`src/sv/y4m_sd_pkg.sv`:
```
package y4m_sd_pkg;

  localparam int DATA_W      = 8;
  localparam int FIELD_DIM_W = 14;
  localparam int LINE_W      = 24;
  localparam int TAG_IDX_W   = 4;

  localparam logic [LINE_W-1:0] LINE_MAX_RESET = 24'd8388608;

  localparam logic [DATA_W-1:0] ASCII_LF    = 8'h0a;
  localparam logic [DATA_W-1:0] ASCII_SPACE = 8'h20;
  localparam logic [DATA_W-1:0] ASCII_W     = 8'h57;
  localparam logic [DATA_W-1:0] ASCII_H     = 8'h48;
  localparam logic [DATA_W-1:0] ASCII_0     = 8'h30;
  localparam logic [DATA_W-1:0] ASCII_9     = 8'h39;

  // index of the final character of each tag
  localparam logic [TAG_IDX_W-1:0] STREAM_TAG_LAST = 4'd8;
  localparam logic [TAG_IDX_W-1:0] FRAME_TAG_LAST  = 4'd4;

  typedef enum logic [1:0] {
    KIND_PAYLOAD = 2'd0,
    KIND_EMPTY   = 2'd1,
    KIND_HALT    = 2'd2
  } kind_t;

  typedef enum logic [1:0] {
    ERR_NONE    = 2'd0,
    ERR_BAD_TAG = 2'd1,
    ERR_LINE    = 2'd2,
    ERR_DIM     = 2'd3
  } err_t;

  typedef enum logic [1:0] {
    TK_NONE  = 2'd0,
    TK_W     = 2'd1,
    TK_H     = 2'd2,
    TK_START = 2'd3
  } token_t;

  localparam logic CFG_RUN_ENABLE = 1'b0;
  localparam logic CFG_MAX_LINE   = 1'b1;

  // "YUV4MPEG2"
  function automatic logic [DATA_W-1:0] stream_tag_char(input logic [TAG_IDX_W-1:0] idx);
    logic [DATA_W-1:0] c;
    case (idx)
      4'd0:    c = 8'h59;
      4'd1:    c = 8'h55;
      4'd2:    c = 8'h56;
      4'd3:    c = 8'h34;
      4'd4:    c = 8'h4d;
      4'd5:    c = 8'h50;
      4'd6:    c = 8'h45;
      4'd7:    c = 8'h47;
      default: c = 8'h32;
    endcase
    return c;
  endfunction

  // "FRAME"
  function automatic logic [DATA_W-1:0] frame_tag_char(input logic [TAG_IDX_W-1:0] idx);
    logic [DATA_W-1:0] c;
    case (idx)
      4'd0:    c = 8'h46;
      4'd1:    c = 8'h52;
      4'd2:    c = 8'h41;
      4'd3:    c = 8'h4d;
      default: c = 8'h45;
    endcase
    return c;
  endfunction

endpackage

```
`src/sv/y4m_stream_deframer_core.sv`:
```
// channel   direction  handshake                 payload
// in        sink       in_valid / in_stall       cmd, data_byte
// out       source     out_valid / out_stall     kind, pixel_byte, frame_first, frame_last,
//                                                frame_width, frame_height, error_code
// cfg       sink       cfg_wr_en                 cfg_index, cfg_data
//
// one byte per cycle while the output is not stalled: an input register feeds a single
// state update whose result lands in an output register.
// the payload size is kept up to date in two registered steps (multiply, then add)
// from the width and height, ready long before the FRAME line can end.
// rst is synchronous; it clears all parse state and drops both valid registers.
// a stalled output holds its result; the input register is stalled only while
// the output register is full and not being taken.
module y4m_stream_deframer_core #(
  parameter int MAX_DIM = 8192
) (
  input  logic                                clk,
  input  logic                                rst,
  input  logic                                in_valid,
  output logic                                in_stall,
  input  logic                                cmd,
  input  logic [y4m_sd_pkg::DATA_W-1:0]       data_byte,
  output logic                                out_valid,
  input  logic                                out_stall,
  output logic [1:0]                          kind,
  output logic [y4m_sd_pkg::DATA_W-1:0]       pixel_byte,
  output logic                                frame_first,
  output logic                                frame_last,
  output logic [y4m_sd_pkg::FIELD_DIM_W-1:0]  frame_width,
  output logic [y4m_sd_pkg::FIELD_DIM_W-1:0]  frame_height,
  output logic [1:0]                          error_code,
  input  logic                                cfg_wr_en,
  input  logic                                cfg_index,
  input  logic [y4m_sd_pkg::LINE_W-1:0]       cfg_data
);
  import y4m_sd_pkg::*;

  localparam int DIM_W  = $clog2(MAX_DIM + 1);
  localparam int ACC_W  = DIM_W + 4;
  localparam int AREA_W = 2 * DIM_W;
  localparam int SIZE_W = AREA_W + 1;
  localparam logic [ACC_W-1:0] MAX_DIM_V = ACC_W'(MAX_DIM);

  typedef enum logic [2:0] {
    PH_TAG, PH_HEADER, PH_FTAG, PH_FLINE, PH_PAYLOAD, PH_HALT
  } phase_t;

  // configuration
  logic              run_enable;
  logic [LINE_W-1:0] max_line_bytes;

  // input register
  logic              in_q_valid;
  logic              cmd_q;
  logic [DATA_W-1:0] data_q;

  // parse state
  phase_t               phase, phase_next;
  logic [TAG_IDX_W-1:0] tag_index, tag_index_next;
  token_t               token_kind, token_kind_next;
  logic [DIM_W-1:0]     number_accum, number_accum_next;
  logic [DIM_W-1:0]     width_reg, width_reg_next;
  logic [DIM_W-1:0]     height_reg, height_reg_next;
  logic [LINE_W-1:0]    line_count, line_count_next;
  logic [SIZE_W-1:0]    payload_left, payload_left_next;
  logic                 first_pending, first_pending_next;

  logic [AREA_W-1:0] area;
  logic [SIZE_W-1:0] frame_bytes;

  logic              advance;
  logic              proc_fire;
  logic              res_valid;
  kind_t             res_kind;
  logic [DATA_W-1:0] res_pixel;
  logic              res_first;
  logic              res_last;
  err_t              res_err;

  logic [LINE_W-1:0]    line_inc;
  logic                 is_stream;
  logic [TAG_IDX_W-1:0] tag_last;
  logic [TAG_IDX_W-1:0] tag_idx;
  logic [DATA_W-1:0]    tag_want;
  logic [ACC_W-1:0]     acc_new;
  logic                 is_digit;

  assign advance   = !out_valid || !out_stall;
  assign proc_fire = in_q_valid && advance;
  assign in_stall  = in_q_valid && !advance;

  assign line_inc  = (line_count != '1) ? line_count + 1'b1 : line_count;
  assign is_stream = (phase == PH_TAG);
  assign tag_last  = is_stream ? STREAM_TAG_LAST : FRAME_TAG_LAST;
  assign tag_idx   = (tag_index >= tag_last) ? tag_last : tag_index;
  assign tag_want  = is_stream ? stream_tag_char(tag_idx) : frame_tag_char(tag_idx);
  assign is_digit  = (data_q >= ASCII_0) && (data_q <= ASCII_9);
  // accum * 10 + digit
  assign acc_new   = (ACC_W'(number_accum) << 3) + (ACC_W'(number_accum) << 1)
                     + ACC_W'(data_q[3:0]);

  always_comb begin
    phase_next         = phase;
    tag_index_next     = tag_index;
    token_kind_next    = token_kind;
    number_accum_next  = number_accum;
    width_reg_next     = width_reg;
    height_reg_next    = height_reg;
    line_count_next    = line_count;
    payload_left_next  = payload_left;
    first_pending_next = first_pending;
    res_valid = 1'b0;
    res_kind  = KIND_PAYLOAD;
    res_pixel = '0;
    res_first = 1'b0;
    res_last  = 1'b0;
    res_err   = ERR_NONE;

    if (proc_fire) begin
      if (cmd_q) begin
        phase_next         = PH_TAG;
        tag_index_next     = '0;
        token_kind_next    = TK_NONE;
        number_accum_next  = '0;
        width_reg_next     = '0;
        height_reg_next    = '0;
        line_count_next    = '0;
        payload_left_next  = '0;
        first_pending_next = 1'b0;
      end else if (run_enable && phase != PH_HALT) begin
        if (phase == PH_PAYLOAD) begin
          res_valid          = 1'b1;
          res_pixel          = data_q;
          res_first          = first_pending;
          res_last           = (payload_left <= SIZE_W'(1));
          first_pending_next = 1'b0;
          if (payload_left <= SIZE_W'(1)) begin
            payload_left_next = '0;
            phase_next        = PH_FTAG;
            tag_index_next    = '0;
            line_count_next   = '0;
          end else begin
            payload_left_next = payload_left - 1'b1;
          end
        end else if (data_q != ASCII_LF && line_inc > max_line_bytes) begin
          line_count_next = line_inc;
          phase_next      = PH_HALT;
          res_valid       = 1'b1;
          res_kind        = KIND_HALT;
          res_err         = ERR_LINE;
        end else begin
          if (data_q != ASCII_LF) begin
            line_count_next = line_inc;
          end
          unique case (phase)
            PH_TAG, PH_FTAG: begin
              if (data_q != tag_want) begin
                phase_next = PH_HALT;
                res_valid  = 1'b1;
                res_kind   = KIND_HALT;
                res_err    = ERR_BAD_TAG;
              end else if (tag_idx == tag_last) begin
                tag_index_next  = '0;
                token_kind_next = TK_NONE;
                phase_next      = is_stream ? PH_HEADER : PH_FLINE;
              end else begin
                tag_index_next = tag_idx + 1'b1;
              end
            end
            PH_HEADER: begin
              if (data_q == ASCII_LF) begin
                phase_next      = PH_FTAG;
                tag_index_next  = '0;
                line_count_next = '0;
                token_kind_next = TK_NONE;
              end else if (data_q == ASCII_SPACE) begin
                token_kind_next = TK_START;
              end else if (token_kind == TK_START) begin
                token_kind_next   = (data_q == ASCII_W) ? TK_W :
                                    (data_q == ASCII_H) ? TK_H : TK_NONE;
                number_accum_next = '0;
              end else if (token_kind == TK_W || token_kind == TK_H) begin
                if (!is_digit) begin
                  token_kind_next = TK_NONE;
                end else if (acc_new > MAX_DIM_V) begin
                  phase_next = PH_HALT;
                  res_valid  = 1'b1;
                  res_kind   = KIND_HALT;
                  res_err    = ERR_DIM;
                end else begin
                  number_accum_next = DIM_W'(acc_new);
                  if (token_kind == TK_W) begin
                    width_reg_next = DIM_W'(acc_new);
                  end else begin
                    height_reg_next = DIM_W'(acc_new);
                  end
                end
              end
            end
            PH_FLINE: begin
              // rest of the FRAME line is skipped
              if (data_q == ASCII_LF) begin
                line_count_next = '0;
                tag_index_next  = '0;
                if (frame_bytes == '0) begin
                  phase_next = PH_FTAG;
                  res_valid  = 1'b1;
                  res_kind   = KIND_EMPTY;
                end else begin
                  payload_left_next  = frame_bytes;
                  first_pending_next = 1'b1;
                  phase_next         = PH_PAYLOAD;
                end
              end
            end
            default: begin
            end
          endcase
        end
      end
    end
  end

  // frame size = area + 2*floor(area/4), tracked from the dimension registers
  always_ff @(posedge clk) begin
    area        <= AREA_W'(width_reg) * AREA_W'(height_reg);
    frame_bytes <= SIZE_W'(area) + (SIZE_W'(area >> 2) << 1);
  end

  always_ff @(posedge clk) begin
    if (rst) begin
      run_enable     <= 1'b0;
      max_line_bytes <= LINE_MAX_RESET;
    end else if (cfg_wr_en) begin
      if (cfg_index == CFG_RUN_ENABLE) begin
        run_enable <= cfg_data[0];
      end else begin
        max_line_bytes <= cfg_data;
      end
    end
  end

  always_ff @(posedge clk) begin
    if (rst) begin
      in_q_valid <= 1'b0;
    end else if (!in_stall) begin
      in_q_valid <= in_valid;
    end
    if (in_valid && !in_stall) begin
      cmd_q  <= cmd;
      data_q <= data_byte;
    end
  end

  always_ff @(posedge clk) begin
    if (rst) begin
      phase         <= PH_TAG;
      tag_index     <= '0;
      token_kind    <= TK_NONE;
      number_accum  <= '0;
      width_reg     <= '0;
      height_reg    <= '0;
      line_count    <= '0;
      payload_left  <= '0;
      first_pending <= 1'b0;
    end else begin
      phase         <= phase_next;
      tag_index     <= tag_index_next;
      token_kind    <= token_kind_next;
      number_accum  <= number_accum_next;
      width_reg     <= width_reg_next;
      height_reg    <= height_reg_next;
      line_count    <= line_count_next;
      payload_left  <= payload_left_next;
      first_pending <= first_pending_next;
    end
  end

  // result register
  always_ff @(posedge clk) begin
    if (rst) begin
      out_valid <= 1'b0;
    end else if (advance) begin
      out_valid <= res_valid;
    end
    if (advance && res_valid) begin
      kind         <= res_kind;
      pixel_byte   <= res_pixel;
      frame_first  <= res_first;
      frame_last   <= res_last;
      frame_width  <= FIELD_DIM_W'(width_reg);
      frame_height <= FIELD_DIM_W'(height_reg);
      error_code   <= res_err;
    end
  end

endmodule
```
`config.mk`:
```
export PLATFORM = sky130hd
export DESIGN_NAME = y4m_stream_deframer_core
export DESIGN_NICKNAME = d
export VERILOG_FILES = /design/src/sv/y4m_sd_pkg.sv /design/src/sv/y4m_stream_deframer_core.sv
export SDC_FILE = /design/constraint.sdc
export NUM_CORES = 1
export LEC_CHECK = 0
export ABC_AREA = 1
export BUFFER_PORTS_ARGS = -buffer_cell sky130_fd_sc_hd__buf_2
export CORE_MARGIN = 1
export CORE_UTILIZATION = 50
export CTS_CLUSTER_SIZE = 28
export DETAILED_ROUTE_END_ITERATION = 10
export GPL_TIMING_DRIVEN = 1
export PLACE_DENSITY = 0.67
export SYNTH_ARGS = -nofsm -noshare
export SYNTH_HDL_FRONTEND = slang
export SYNTH_SLANG_ARGS = --single-unit
```
`constraint.sdc`:
```
create_clock -name clk -period 11.51 [get_ports clk]
set_input_delay 2.302 -clock clk [delete_from_list [all_inputs] [get_ports clk]]
set_output_delay 2.302 -clock clk [all_outputs]
set_load 0.005 [all_outputs]
```
After elaboration in Yosys (flattened, before gate mapping)
Memory sizes are Yosys's and may differ from the RTL's.
Index checks and enable logic that the tools add are counted.
{"block": "op_classes", "add_sub_neg": 6, "multipliers": 1, "n_lt_le_gt_ge": 6, "n_eq_ne": 43, "muxes": 139, "bitwise": 4, "n_reduce_logical": 43}
{"op": "14-bit two-way mux", "count": 35}
{"op": "29-bit two-way mux", "count": 8}
{"op": "24-bit two-way mux", "count": 9}
{"op": "2-bit two-way mux", "count": 29}
{"op": "6-bit inequality test, second input constant", "count": 8}
{"op": "3-bit two-way mux", "count": 15}
{"op": "4-bit two-way mux", "count": 10}
{"op": "28-bit by 27-bit adder with 29-bit output", "count": 1}
{"op": "29-bit by 1-bit less-or-equal comparator with 1-bit output, second input constant", "count": 1}
{"op": "29-bit zero test", "count": 1}
{"op": "29-bit by 1-bit subtractor with 29-bit output, second input constant", "count": 1}
{"op": "14-bit by 14-bit multiplier with 28-bit output", "count": 1}
{"op": "24-bit by 1-bit adder with 24-bit output, second input constant", "count": 1}
{"op": "24-bit greater-than comparator", "count": 1}
{"op": "1-bit two-way mux", "count": 24}
{"op": "24-bit inequality test, second input constant", "count": 1}
{"op": "12-bit AND reduction", "count": 2}
{"op": "5-bit case mux with 4 select lines", "count": 1}
{"op": "17-bit by 15-bit adder with 18-bit output", "count": 1}
{"op": "18-bit by 4-bit adder with 18-bit output", "count": 1}
{"op": "18-bit by 14-bit greater-than comparator with 1-bit output, second input constant", "count": 1}
{"op": "3-bit inequality test, second input constant", "count": 6}
{"op": "8-bit by 7-bit == test with 1-bit output, second input constant", "count": 2}
{"op": "8-bit two-way mux", "count": 2}
{"op": "other kinds (46)", "count": 80}
{"block": "word_totals", "register_bits": 240, "rom_bits": 56, "inputBits": 39, "output_inout_bits": 44, "elab_cells": 269, "mem_count": 1}
{"memory": "(no name shown)", "depth": 8, "width": 7, "read_ports": 1, "rd_ports_with_merged_regs": 0, "wr": 0, "line": "y4m_sd_pkg.sv:47", "rtl": "case (idx)"}

Logic depth before layout (Yosys ltp)
{"block": "depth", "word_depth": 16, "depth_mapped": 30, "ltp_nobuf": 29}

Least setup slack after synthesis
OpenSTA, ideal clock, no wires.
{"block": "synth_path", "path_type": "reg2reg", "startpoint": "reg width_reg[0]", "endpoint": "reg area[25]", "setup_ps": 125, "arrival_time_ps": 5406, "required_ps": 11385, "path_slack_ps": 5979, "path_stages_with_launch": 20, "n_path_buf": 1, "period_less_slack_ps": 5531, "cell_sequence": "dfxtp_1 > clkbuf_1 > nand2_1 > fa_1 > fa_1 > inv_1 > fa_1 > inv_1 > fa_1 > inv_1 > fa_1 > fa_1 > ha_1 > nand2_1 > nor4_1 > nand4_1 > nand3_1 > a21o_1 > a31oi_1 > xor2_1"}
{"block": "synth_between", "elab_chain_cells": 1}
{"element": "from (decl)", "line": "y4m_stream_deframer_core.sv:62", "rtl": "logic [DIM_W-1:0] width_reg, width_reg_next;"}
{"element": "from (signal assigned)", "line": "y4m_stream_deframer_core.sv:271", "rtl": "width_reg <= width_reg_next;"}
{"element": "14-bit by 14-bit multiplier with 28-bit output", "line": "y4m_stream_deframer_core.sv:226", "rtl": "area <= AREA_W'(width_reg) * AREA_W'(height_reg);"}
{"element": "to (signal assigned)", "line": "y4m_stream_deframer_core.sv:226"}
{"element": "to (decl)", "line": "y4m_stream_deframer_core.sv:68", "rtl": "logic [AREA_W-1:0] area;"}
Every way passes these cells.
A chain may end at the register's enable or synchronous reset.

Final worst setup path
{"block": "layout_path", "startpoint": "reg width_reg[6]", "endpoint": "reg area[24]"}
The elaborated chain is that of the path after synthesis.

==> results list <==
* Chip height: 203 microns
* Synth unique cells: 55
- Sequential element share of the synthesized area: between 20% and 30%
- Root buffer cell: sky130_fd_sc_hd__clkbuf_16
* Dominant cell by count in the synthesized netlist: sky130_fd_sc_hd__nand2_1
- Sink Count: 240
* Clock tree from TritonCTS: yes
- Multiplexer share of the synthesized area: 0%
- Max-capacitance violation count: 0
- Fin Hold WS: between 300 and 400 ps
- Final period utilization: a little over half
- Input and output buffers added on the ports amount to 82.
- Average wire length per cell after detail routing: about 15 microns
* Count of final max-slew check failures: 0
- Number of instances in the placed design: 3,232
* Post-synthesis to final-layout area growth: 8.27%
- Counting every net in the synthesized netlist gives 3,064.
- In this run, synthesis produced a sequential element count of 240.
- The core region is 39,700 sq um.
* Cells resized by post-CTS repair: 0
- Number of detailed-route iterations in the first pass: 5
- Arrival time at the worst endpoint: 6440 ps
* Most frequent cells after synthesis: sky130_fd_sc_hd__nand2_1, sky130_fd_sc_hd__inv_1, sky130_fd_sc_hd__nor2_1
- STA puts the critical path data required time at around 12,000 ps.
- After clock tree synthesis, the flow added hold-fix buffers numbering 0.
- Count of mapped cells out of synthesis: 2,694
* Number of global-route vias before repair: 17,400
- The worst setup path is of the register to register kind.
* Summed instance area of the synthesized netlist: around 20,000 sq um
* Cell type with the largest total area after synthesis: sky130_fd_sc_hd__dfxtp_1
* Total vias in the final route: roughly 17,000
* Initial detailed-routing violation count: 901
* Fin area: around 22,000 sq um
- Global routing used around a quarter of the available tracks across all layers.
- Effective utilization at floorplan: roughly 50%
- Of all nets on the critical path, the largest fanout is 16.
* Synthesized-area fraction occupied by ao, oa, aoi and oai cells: under 10%
- Outcome: complete, no violations
- Count of boundary I/O pins: slightly above 80
* Non-filler cells, final: 3,281
- Antenna Nets Post-Route: 0
- Pre-CTS setup slack: between 5000 and 6000 ps
* Adder-cell share of the synthesized area: roughly a quarter
* Total of endpoints with negative setup slack in the final report: 0
* Fraction of layout cells with a size suffix above 1: about 6.8%
* EDFF count, synth: about 50
* Areal power density over the cells: roughly 91 nW/um^2
* Drt total wl: 50,600 microns
* Detailed-route vias per instance: about 5.2
- For this run, design rule violations remaining after detail routing come to 0.
- Power comes to 2.00 mW.
- The total overflow left after global routing is 0.
* Synth Area in XOR/XNOR: about 4.2%
- Measured on the finished design, the core utilization comes to between 50 and 60%.
* Transition time at the pin with the least slew margin: 1060 ps
- The repair_antennas step left the layout with diodes totalling 0.
- Once routing completed, OpenROAD measured the worst setup slack at roughly 5500 ps.
- After legalization and detailed placement, the total HPWL measured slightly below 40,000 microns.
- Die span in x: between 200 and 250 microns
* Fin Clk Skew: between 20 and 25 ps
* Number of rows in the core area: between 70 and 80
* Cell types with the largest area share after synthesis: sky130_fd_sc_hd__dfxtp_1, sky130_fd_sc_hd__fa_1, sky130_fd_sc_hd__nand2_1
* Async S/R FF share, synth: 0%
* Final Wtd Congestion: 0.926
* Final critical-path required period: approximately 6000 ps
- Clock latency on the worst-skew pair, taken at its later pin, is roughly 570 ps.
* Global-route wire length before repair: between 80,000 and 90,000 microns
- Largest net degree at the start of global routing: 74
* CTS H-tree depth: 1
- LEAKAGE: ~11 nW
- Fin. Hold Viols: 0
- Share of Yosys cell area claimed by the top area cell type: about a fifth
- The worst hold path belongs to the class register to register.
- After clock tree synthesis, the clock-pin slew on the worst setup and hold paths is about 60 ps.
- For this run, the number of Yosys warnings is 0.
* Post-Synth Simple-Gate Area: between 20% and 30%
* Post-CTS Repair Setup Buffers: 0
- Kind of start point of the critical path: register
* Die area: ~41,000 sq um
- For this run, the post-layout net count is 3,107.
- For this run, the top clock speed supported by timing is about 170 MHz.
* Relative slew slack: just under 30%
- In the final layout, the registers with the most flip-flops are frame_bytes x29, payload_left x29, area x28.
- Setup repair after global routing left no endpoint under its margin.
- After synthesis, the largest family of logic cells by area is adder cells.
- Max VDD drop: ~0.11 mV
- No sink is reached through more buffers than the 3 on the longest clock path.
- For the final routed database, the setup TNS stands at 0 ps.
- The placed instances occupy a cell area of ~21,000 sq um.
- Among all flip-flop cells after synthesis, the most frequent one is sky130_fd_sc_hd__dfxtp_1.
- A synthesized cell averages 7.48 sq um.
- Capturing element type of the critical path: register
* Number of clock buffers inserted by TritonCTS: 28
* Antenna violations before repair: 0
[critical path, stage by stage, from the launching register on]
cell and delay, ps:
sky130_fd_sc_hd__dfxtp_1 740, sky130_fd_sc_hd__nand2_1 160, sky130_fd_sc_hd__fa_1 530, sky130_fd_sc_hd__inv_1 50, sky130_fd_sc_hd__fa_1 490, sky130_fd_sc_hd__fa_1 510
sky130_fd_sc_hd__inv_1 50, sky130_fd_sc_hd__fa_1 460, sky130_fd_sc_hd__fa_1 540, sky130_fd_sc_hd__inv_1 50, sky130_fd_sc_hd__fa_1 470, sky130_fd_sc_hd__ha_1 360
sky130_fd_sc_hd__nand2_1 100, sky130_fd_sc_hd__nor3_1 50, sky130_fd_sc_hd__nand2_1 60, sky130_fd_sc_hd__o211ai_1 120, sky130_fd_sc_hd__a21oi_1 310, sky130_fd_sc_hd__o21ai_1 180
sky130_fd_sc_hd__a21boi_0 350, sky130_fd_sc_hd__o21ai_1 130, sky130_fd_sc_hd__xor2_1 150
[cell type report]
type | instances | area, sq um
tap | 525 | 657
clock buffer | 40 | 811
inverter | 473 | 1780
sequential | 240 | 5320
fill | 3813 | 17900
multi-input combinational | 1908 | 12700
clock inverter | 9 | 103
timing repair buffer | 86 | 440
[cells in the final DEF, fill, tap and decap left out, types with 3 or more instances in the layout]
| cell type | Yosys | layout |
|---|---|---|
| sky130_fd_sc_hd__a211oi_1 | 6 | 6 |
| sky130_fd_sc_hd__a21o_1 | 4 | 4 |
| sky130_fd_sc_hd__a21oi_1 | 158 | 158 |
| sky130_fd_sc_hd__a21oi_2 | 3 | 3 |
| sky130_fd_sc_hd__a221oi_1 | 11 | 11 |
| sky130_fd_sc_hd__a22oi_1 | 4 | 4 |
| sky130_fd_sc_hd__a31oi_1 | 11 | 11 |
| sky130_fd_sc_hd__buf_2 | 5 | 82 |
| sky130_fd_sc_hd__buf_4 | 5 | 4 |
| sky130_fd_sc_hd__clkbuf_1 | 56 | 6 |
| sky130_fd_sc_hd__clkbuf_16 | 0 | 29 |
| sky130_fd_sc_hd__clkbuf_8 | 0 | 4 |
| sky130_fd_sc_hd__clkinv_2 | 2 | 6 |
| sky130_fd_sc_hd__dfxtp_1 | 189 | 189 |
| sky130_fd_sc_hd__edfxtp_1 | 51 | 51 |
| sky130_fd_sc_hd__fa_1 | 144 | 144 |
| sky130_fd_sc_hd__ha_1 | 187 | 187 |
| sky130_fd_sc_hd__inv_1 | 458 | 456 |
| sky130_fd_sc_hd__inv_2 | 13 | 15 |
| sky130_fd_sc_hd__nand2_1 | 650 | 650 |
| sky130_fd_sc_hd__nand2_2 | 13 | 13 |
| sky130_fd_sc_hd__nand3_1 | 88 | 88 |
| sky130_fd_sc_hd__nand3b_1 | 3 | 3 |
| sky130_fd_sc_hd__nand4_1 | 31 | 31 |
| sky130_fd_sc_hd__nor2_1 | 263 | 263 |
| sky130_fd_sc_hd__nor2_2 | 10 | 10 |
| sky130_fd_sc_hd__nor2_4 | 3 | 3 |
| sky130_fd_sc_hd__nor3_1 | 29 | 29 |
| sky130_fd_sc_hd__nor4_1 | 16 | 16 |
| sky130_fd_sc_hd__o211ai_1 | 10 | 10 |
| sky130_fd_sc_hd__o21a_1 | 6 | 6 |
| sky130_fd_sc_hd__o21ai_0 | 104 | 104 |
| sky130_fd_sc_hd__o21ai_1 | 12 | 12 |
| sky130_fd_sc_hd__o21bai_1 | 5 | 5 |
| sky130_fd_sc_hd__o22ai_1 | 11 | 11 |
| sky130_fd_sc_hd__or2_2 | 6 | 6 |
| sky130_fd_sc_hd__xnor2_1 | 22 | 22 |
| sky130_fd_sc_hd__xor2_1 | 75 | 75 |
[power by group]
part | internal [mW] | switching (mW) | total, mW
registers | 0.877 | 0.0249 | 0.902
logic | 0.0698 | 0.136 | 0.206
clock network | 0.531 | 0.357 | 0.888
total | 1.48 | 0.518 | 2.00
[cell families after synthesis]
group / Yosys count
buffers and inverters: 546
and+or+nand+nor: 1124
xor gates and xnor gates: 97
AOI/OAI and AO/OA: 356
DFF: 240
adders and majority gates: 331
[final timing paths]
| check | startpoint | endpoint | slack (ps) | cells past startpoint |
|---|---|---|---|---|
| worst min register to register | area[0] | frame_bytes[0] | 330 | 0 |
| worst min-delay path | area[0] | frame_bytes[0] | 330 | 0 |
| worst max register to register | width_reg[6] | area[24] | 5510 | 20 |
| worst max-delay path | width_reg[6] | area[24] | 5510 | 20 |
[metal layers]
| metal | wire length [microns] | vias up | global-route usage (%) |
|---|---|---|---|
| met5 | 0 | - | 0 |
| met4 | 1600 | 0 | 9.16 |
| met3 | 2580 | 95 | 3.08 |
| met2 | 23700 | 425 | 43.5 |
| met1 | 22800 | 8014 | 33.0 |
| li1 | - | 8588 | - |
No activity file was read; power rests on OpenSTA's default activity.
